===== src/design/nfst_pkg.sv =====
package nfst_pkg;

	localparam int unsigned SLOTS      = 16;
	localparam int unsigned VALUE_BITS = 32;
	localparam int unsigned OP_W       = 2;
	localparam int unsigned RANK_W     = 4;
	localparam int unsigned SLOT_W     = $clog2(SLOTS);
	localparam int unsigned CNT_W      = $clog2(SLOTS + 1);

	typedef logic [SLOT_W-1:0]     slot_t;
	typedef logic [CNT_W-1:0]      cnt_t;
	typedef logic [VALUE_BITS-1:0] value_t;
	typedef logic [RANK_W-1:0]     rank_t;
	typedef logic [OP_W-1:0]       op_t;

	localparam cnt_t  SLOTS_C   = CNT_W'(SLOTS);
	localparam slot_t LAST_SLOT = SLOT_W'(SLOTS - 1);

	localparam op_t OP_INSERT = 2'd0;
	localparam op_t OP_REMOVE = 2'd1;
	localparam op_t OP_SELECT = 2'd2;

	typedef enum logic [1:0] {
		ST_OK    = 2'd0,
		ST_FULL  = 2'd1,
		ST_MISS  = 2'd2,
		ST_RANGE = 2'd3
	} status_t;

endpackage


===== src/design/nfst_ifs.sv =====
interface nfst_req_if;
	logic                 valid;
	logic                 ready;
	nfst_pkg::op_t        op;
	nfst_pkg::value_t     item_value;
	nfst_pkg::rank_t      rank;

	modport source (output valid, op, item_value, rank, input ready);
	modport sink   (input valid, op, item_value, rank, output ready);
endinterface

interface nfst_rsp_if;
	logic                 valid;
	logic                 ready;
	nfst_pkg::status_t    status;
	nfst_pkg::slot_t      slot;
	nfst_pkg::value_t     found_value;
	nfst_pkg::cnt_t       live_count;

	modport source (output valid, status, slot, found_value, live_count, input ready);
	modport sink   (input valid, status, slot, found_value, live_count, output ready);
endinterface


===== src/design/nfst_ram.sv =====
module nfst_ram #(
	parameter int unsigned WIDTH = 32,
	parameter int unsigned DEPTH = 16,
	localparam int unsigned AW = $clog2(DEPTH)
) (
	input  logic             clk,
	input  logic             we,
	input  logic [AW-1:0]    waddr,
	input  logic [WIDTH-1:0] wdata,
	input  logic [AW-1:0]    raddr,
	output logic [WIDTH-1:0] rdata
);

	logic [WIDTH-1:0] mem [DEPTH];

	always_ff @(posedge clk) begin
		if (we) begin
			mem[waddr] <= wdata;
		end
		rdata <= mem[raddr];
	end

endmodule


===== src/design/next_fit_slot_table.sv =====
// Channel  Role  Payload
// req      sink  op, item_value, rank
// rsp      src   status, slot, found_value, live_count
//
// One request is worked on at a time; a finished result waits in the output register
// while the next request is accepted. Insert probes one valid bit per cycle from the
// next-fit slot; remove and select read one slot per cycle through the store RAM
// read port. Reset clears all valid marks, the next-fit pointer and the live count;
// the store itself is not cleared. A stalled result holds its slot until the sink
// takes it.
module next_fit_slot_table (
	input logic         clk,
	input logic         arst_n,
	nfst_req_if.sink    req,
	nfst_rsp_if.source  rsp
);

	typedef enum logic [1:0] {S_IDLE, S_INS, S_SCAN, S_POST} state_t;

	state_t                       state_q;
	nfst_pkg::op_t                op_q;
	nfst_pkg::value_t             val_q;
	nfst_pkg::rank_t              left_q;
	logic [nfst_pkg::SLOTS-1:0]   valid_q;
	nfst_pkg::slot_t              next_fit_q;
	nfst_pkg::slot_t              pos_q;
	nfst_pkg::cnt_t               count_q;
	nfst_pkg::cnt_t               cnt_q;
	logic                         vld_s1;
	nfst_pkg::slot_t              slot_s1;
	nfst_pkg::status_t            pst_q;
	nfst_pkg::slot_t              pslot_q;
	nfst_pkg::value_t             pval_q;
	logic                         out_vld_q;
	nfst_pkg::status_t            ost_q;
	nfst_pkg::slot_t              oslot_q;
	nfst_pkg::value_t             oval_q;
	nfst_pkg::cnt_t               ocnt_q;

	logic                         ram_we;
	nfst_pkg::slot_t              ram_raddr;
	nfst_pkg::value_t             ram_rdata;
	logic                         issue;
	logic                         cur_valid;
	logic                         hit;
	logic                         last;
	logic                         out_free;

	nfst_ram #(
		.WIDTH (nfst_pkg::VALUE_BITS),
		.DEPTH (nfst_pkg::SLOTS)
	) u_store (
		.clk   (clk),
		.we    (ram_we),
		.waddr (pos_q),
		.wdata (val_q),
		.raddr (ram_raddr),
		.rdata (ram_rdata)
	);

	always_comb begin
		ram_we    = (state_q == S_INS) && !valid_q[pos_q];
		issue     = (state_q == S_SCAN) && (cnt_q < nfst_pkg::SLOTS_C);
		ram_raddr = issue ? cnt_q[nfst_pkg::SLOT_W-1:0] : '0;
		cur_valid = valid_q[slot_s1];
		hit       = vld_s1 && cur_valid &&
		            ((op_q == nfst_pkg::OP_REMOVE) ? (ram_rdata == val_q) : (left_q == '0));
		last      = vld_s1 && (slot_s1 == nfst_pkg::LAST_SLOT);
		out_free  = !out_vld_q || rsp.ready;
	end

	assign req.ready       = (state_q == S_IDLE);
	assign rsp.valid       = out_vld_q;
	assign rsp.status      = ost_q;
	assign rsp.slot        = oslot_q;
	assign rsp.found_value = oval_q;
	assign rsp.live_count  = ocnt_q;

	always_ff @(posedge clk or negedge arst_n) begin
		if (!arst_n) begin
			state_q    <= S_IDLE;
			op_q       <= nfst_pkg::OP_INSERT;
			val_q      <= '0;
			left_q     <= '0;
			valid_q    <= '0;
			next_fit_q <= '0;
			pos_q      <= '0;
			count_q    <= '0;
			cnt_q      <= '0;
			vld_s1     <= 1'b0;
			slot_s1    <= '0;
			pst_q      <= nfst_pkg::ST_OK;
			pslot_q    <= '0;
			pval_q     <= '0;
			out_vld_q  <= 1'b0;
			ost_q      <= nfst_pkg::ST_OK;
			oslot_q    <= '0;
			oval_q     <= '0;
			ocnt_q     <= '0;
		end else begin
			vld_s1  <= issue;
			slot_s1 <= ram_raddr;
			if (state_q == S_POST && out_free) begin
				out_vld_q <= 1'b1;
			end else if (rsp.ready) begin
				out_vld_q <= 1'b0;
			end
			case (state_q)
				S_IDLE: begin
					if (req.valid) begin
						op_q   <= req.op;
						val_q  <= req.item_value;
						left_q <= req.rank;
						pos_q  <= next_fit_q;
						cnt_q  <= '0;
						pslot_q <= '0;
						pval_q  <= '0;
						case (req.op)
							nfst_pkg::OP_INSERT: begin
								if (count_q == nfst_pkg::SLOTS_C) begin
									pst_q   <= nfst_pkg::ST_FULL;
									state_q <= S_POST;
								end else begin
									state_q <= S_INS;
								end
							end
							nfst_pkg::OP_REMOVE, nfst_pkg::OP_SELECT: begin
								state_q <= S_SCAN;
							end
							default: begin
								pst_q   <= nfst_pkg::ST_OK;
								state_q <= S_POST;
							end
						endcase
					end
				end
				S_INS: begin
					if (!valid_q[pos_q]) begin
						valid_q[pos_q] <= 1'b1;
						count_q        <= count_q + 1'b1;
						next_fit_q     <= (pos_q == nfst_pkg::LAST_SLOT) ? '0 : pos_q + 1'b1;
						pst_q          <= nfst_pkg::ST_OK;
						pslot_q        <= pos_q;
						state_q        <= S_POST;
					end else begin
						pos_q <= (pos_q == nfst_pkg::LAST_SLOT) ? '0 : pos_q + 1'b1;
					end
				end
				S_SCAN: begin
					if (issue) begin
						cnt_q <= cnt_q + 1'b1;
					end
					if (hit) begin
						pst_q   <= nfst_pkg::ST_OK;
						pslot_q <= slot_s1;
						if (op_q == nfst_pkg::OP_REMOVE) begin
							valid_q[slot_s1] <= 1'b0;
							count_q          <= count_q - 1'b1;
							next_fit_q       <= slot_s1;
						end else begin
							pval_q <= ram_rdata;
						end
						state_q <= S_POST;
					end else if (last) begin
						pst_q   <= (op_q == nfst_pkg::OP_REMOVE) ? nfst_pkg::ST_MISS
						                                         : nfst_pkg::ST_RANGE;
						state_q <= S_POST;
					end else if (vld_s1 && cur_valid && op_q == nfst_pkg::OP_SELECT) begin
						left_q <= left_q - 1'b1;
					end
				end
				S_POST: begin
					if (out_free) begin
						ost_q     <= pst_q;
						oslot_q   <= pslot_q;
						oval_q    <= pval_q;
						ocnt_q    <= count_q;
						state_q   <= S_IDLE;
					end
				end
				default: begin
					state_q <= S_IDLE;
				end
			endcase
		end
	end

`ifndef SYNTHESIS
	a_count_matches: assert property (@(posedge clk) disable iff (!arst_n)
		count_q == $countones(valid_q))
		else $error("live count differs from number of valid slots");

	a_write_marks: assert property (@(posedge clk) disable iff (!arst_n)
		ram_we |=> valid_q[$past(pos_q)])
		else $error("written slot not marked valid");

	a_remove_frees: assert property (@(posedge clk) disable iff (!arst_n)
		(state_q == S_SCAN && hit && op_q == nfst_pkg::OP_REMOVE) |=> !valid_q[$past(slot_s1)])
		else $error("removed slot still valid");

	a_one_result: assert property (@(posedge clk) disable iff (!arst_n)
		(state_q == S_POST && out_free) |=> out_vld_q && state_q == S_IDLE)
		else $error("result not delivered to output register");
`endif

endmodule

===== src/flat_wrapper.sv =====
// flat-port wrapper written by rule: the top's interface ports become plain ports
module next_fit_slot_table_flat 
  (clk, arst_n, req_valid, req_op, req_item_value, req_rank, req_ready, rsp_valid, rsp_status, rsp_slot, rsp_found_value, rsp_live_count, rsp_ready);
  nfst_req_if req_i ();
  nfst_rsp_if rsp_i ();
  input logic clk;
  input logic arst_n;
  input wire logic [$bits(req_i.valid)-1:0] req_valid;
  input wire logic [$bits(req_i.op)-1:0] req_op;
  input wire logic [$bits(req_i.item_value)-1:0] req_item_value;
  input wire logic [$bits(req_i.rank)-1:0] req_rank;
  output wire logic [$bits(req_i.ready)-1:0] req_ready;
  output wire logic [$bits(rsp_i.valid)-1:0] rsp_valid;
  output wire logic [$bits(rsp_i.status)-1:0] rsp_status;
  output wire logic [$bits(rsp_i.slot)-1:0] rsp_slot;
  output wire logic [$bits(rsp_i.found_value)-1:0] rsp_found_value;
  output wire logic [$bits(rsp_i.live_count)-1:0] rsp_live_count;
  input wire logic [$bits(rsp_i.ready)-1:0] rsp_ready;
  assign req_i.valid = req_valid;
  assign req_i.op = req_op;
  assign req_i.item_value = req_item_value;
  assign req_i.rank = req_rank;
  assign req_ready = req_i.ready;
  assign rsp_valid = rsp_i.valid;
  assign rsp_status = rsp_i.status;
  assign rsp_slot = rsp_i.slot;
  assign rsp_found_value = rsp_i.found_value;
  assign rsp_live_count = rsp_i.live_count;
  assign rsp_i.ready = rsp_ready;
  next_fit_slot_table u_core (.clk(clk), .arst_n(arst_n), .req(req_i), .rsp(rsp_i));
endmodule

===== config.mk =====
export PLATFORM = sky130hd
export DESIGN_NAME = next_fit_slot_table_flat
export DESIGN_NICKNAME = d
export VERILOG_FILES = /design/src/design/nfst_pkg.sv /design/src/design/nfst_ifs.sv /design/src/design/nfst_ram.sv /design/src/design/next_fit_slot_table.sv /design/src/flat_wrapper.sv
export SDC_FILE = /design/constraint.sdc
export NUM_CORES = 1
export LEC_CHECK = 0
export ABC_AREA = 1
export BUFFER_PORTS_ARGS = -buffer_cell sky130_fd_sc_hd__buf_2
export CAP_MARGIN = 0
export CELL_PAD_IN_SITES_DETAIL_PLACEMENT = 2
export CELL_PAD_IN_SITES_GLOBAL_PLACEMENT = 2
export CORE_ASPECT_RATIO = 0.75
export CORE_MARGIN = 4
export CORE_UTILIZATION = 45
export CTS_CLUSTER_SIZE = 16
export DETAILED_ROUTE_END_ITERATION = 8
export PLACE_DENSITY_LB_ADDON = 0.1
export SLEW_MARGIN = 20
export SYNTH_ARGS = -nofsm -noshare
export SYNTH_HDL_FRONTEND = slang
export SYNTH_SLANG_ARGS = --single-unit

===== constraint.sdc =====
create_clock -name clk -period 11.3 [get_ports clk]
set_input_delay 1.13 -clock clk [delete_from_list [all_inputs] [get_ports clk]]
set_output_delay 1.13 -clock clk [all_outputs]
set_load 0.05 [all_outputs]

==> out/qor.txt <==
layout cell share with drive strength beyond 1: 12.56%
Synth Register Bits: 705
cell taking the most area after synthesis: edfxtp_1
final setup fails: 0
Worst VDD drop: 157.9 uV
Netlist cell types: 45
Worst Skew: 0.02470 ns
Hold WC Path Type: input port to async pin
antenna viol nets, final: 0
Initial Util: 45.70%
CTS tree: done
postcts setup bufs: 0
Core ar.: 63960 sq um
Post-synth top cells: edfxtp_1 (512), nor2_1 (490), nand2_1 (329), o21ai_0 (308), dfrtp_1 (161)
Crit Reg-Reg Startpoint: u_core.cnt_q[0]
largest net degree at the start of global routing: 78
internal reg-to-reg setup slack: 6.76 ns
fillers: 6218
fin. max-slew vios: 0
crit path time final: 4.538 ns
Critical Path Source Type: register
Post-Synthesis Cells: 2501
worst r2r dst: u_core.u_store.rdata[26]
gr busiest metal: met2
kind of critical path: register to register
H-tree levels: 3
IO Pins: 87
leakage power: 0.01220 uW
total area of sequential cells: 20040 sq um
Most used DFF post-synth: edfxtp_1
Setup Total Neg Slack: 0 ns
Slew @ Worst Pin: 1.021 ns
hold_buf cts: 0
final net count: 2615
DRC viols: 0
DIE AREA: 69140 sq um
worst hold slack: 0.4299 ns
met1 usage: 38.03%
crit-path cells: inv_2 -> buf_4 -> nor2_8 -> inv_6 -> buf_4 -> buf_4 -> nor2_1 -> nor2_1 -> o21ai_0 -> a31oi_1 -> a22o_1
Diodes inserted: 0
Die Span Y: 228.7 um
PD cells: 283.4 nW/um^2
Bufs on Longest Clock Path: 3
RePlAce Congestion: 0.8137
period utilisation layout: 40.16%
crit end category: register
port bufs: 86
Worst EP arrival: 5.09 ns
average size of a mapped cell: 11.69 sq um
clk_lat worst skew: 0.63 ns
Clock transition at path regs: 0.07 ns
stages on the worst setup path: 11
DPL Wire Length: 54550 um
Worst Path Required: 11.86 ns
CTS Buf Count: 72
WP buf/inv: 5
worst setup path start: u_core.cnt_q[0]
worst-path fanout max: 77
syn_nets: 2562
status: complete, no violations
crit path capture: u_core.u_store.rdata[26]
Rows: 80
PostCTS Resize Cnt: 0
share of the synthesized area in the top cell type: 52.60%
Synth Cell Area: 29230 sq um
CP max-delay cell: buf_4
top cells by area, synth: edfxtp_1 (53%), dfrtp_1 (14%), nor2_1 (6.3%), o21ai_0 (5.3%), nand2_1 (4.2%)
chip width: 302.3 um
most frequent cell after synthesis: edfxtp_1
initial antenna violation count: 0
unrepaired setup endpoints after global routing: no
Final Hold Fails: 0
most common cell type on the critical path: buf_4
first-pass GRT wire length: 144200 um
FFs w/ async S/R, synth: 22.84%
via count: 20250
wire per inst: 27.68 um
fmax: 220.4 MHz
vias per cell: 5.829
Multi-input gate area: 8228 sq um
Post-synth EDFFs: 512
GRT met2 Usage: 46.61%
Overflow after GRT: 0
gr usage total: 27.90%
crit-path leading delay family: buffers and inverters
vias in the first global route: 22160
max-cap viol count: 0
register area share after synthesis: 68.57%
final wirelength: 96130 um
# clock sinks: 705
drt initial violations: 1800
1st-pass router iterations: 5
R2R cell count: 11
slowest stage delay, CP: 0.86 ns
M3 GR Usage: 4.188%
YS warnings: 0
Slew Limit Headroom: 31.96%
Area Overhead vs Synth: 11.44%
Clock Tree Root: clkbuf_16
[state kept, by name, indices dropped and copies added (netlist names), 5 cells and up]
signal,cells
u_core.u_store.mem,512
u_core.val_q,32
u_core.valid_q,16
u_core.u_store.rdata,32
u_core.pval_q,32
u_core.count_q,5
u_core.rsp.found_value,32
u_core.rsp.live_count,5
u_core.cnt_q,5
[routing by layer]
metal  up-vias  part of all wire, %
li1       8876                    -
met1     10680                   43
met2       539                   49
met3       147                  5.1
met4         0                  2.9
met5         -                    0
[worst min-delay path by stage]
stage / startpoint / end / slack (ns)
3_5_place_dp: u_core.next_fit_q[0] / u_core.next_fit_q[0] / 0.46
6_report: arst_n / u_core.val_q[22] / 0.43
5_1_grt: arst_n / u_core.val_q[22] / 0.43
4_1_cts: arst_n / u_core.val_q[22] / 0.41
2_1_floorplan: u_core.pval_q[0] / u_core.pval_q[0] / 0.44
3_3_place_gp: u_core.pval_q[14] / u_core.pval_q[14] / 0.46
[where the power goes]
group	internal, uW	switching, uW	total, uW
clock network	1290	1010	2300
registers	3450	600	4050
logic	816	2070	2890
total	5550	3680	9230
[worst register-to-register path, stage by stage (launching register included)]
cell and delay, ns:
dfrtp_1 0.44, inv_2 0.07, buf_4 0.61, nor2_8 0.30, inv_6 0.43, buf_4 0.77
buf_4 0.98, nor2_1 0.21, nor2_1 0.18, o21ai_0 0.12, a31oi_1 0.18, a22o_1 0.18
[kinds of logic after synthesis]
kind of cell	share of synthesized area, %
compound gates	10.23
xor+xnor	0.9289
fa+ha+maj	0.8390
buf+inv	3.647
flops	68.57
mux	2.538
simple gates	13.24
[cell usage in the layout, fill, tap and decap left out, types with 12 or more instances in the layout]
cell type  count
edfxtp_1     512
nor2_1       488
nand2_1      327
o21ai_0      308
dfrtp_1      161
buf_2         85
clkbuf_16     76
o211ai_1      74
inv_1         73
mux2_2        65
a31oi_1       57
nand3_1       51
buf_4         35
nand3b_1      33
dfxtp_1       32
a22o_1        28
clkbuf_1      28
a21oi_1       27
xnor2_1       26
ha_1          17
nor3_2        16
o21ai_1       12
clkinv_1      12
[final cells by class]
class,count,share of cell area [%]
clock buffers,108,6.330
flip-flops and latches,705,61.53
well taps,861,3.307
repair buffers,121,2.155
clock inverters,24,0.4456
inverters,81,0.9680
multi-input cells,1573,25.26
[through the flow]
step	cell area [sq um]	total power [uW]	cells	worst slack [ns]	utilization, %
4_1_cts	32570	9300	3473	6.746	50.92
5_1_grt	32570	9727	3473	6.436	50.93
3_5_place_dp	30360	6937	3341	6.799	47.47
2_1_floorplan	29230	5842	2501	7.201	-
6_report	32570	9233	3473	6.762	50.93
3_3_place_gp	30360	6715	3341	6.984	47.47
(Power assumes the default switching activity.)
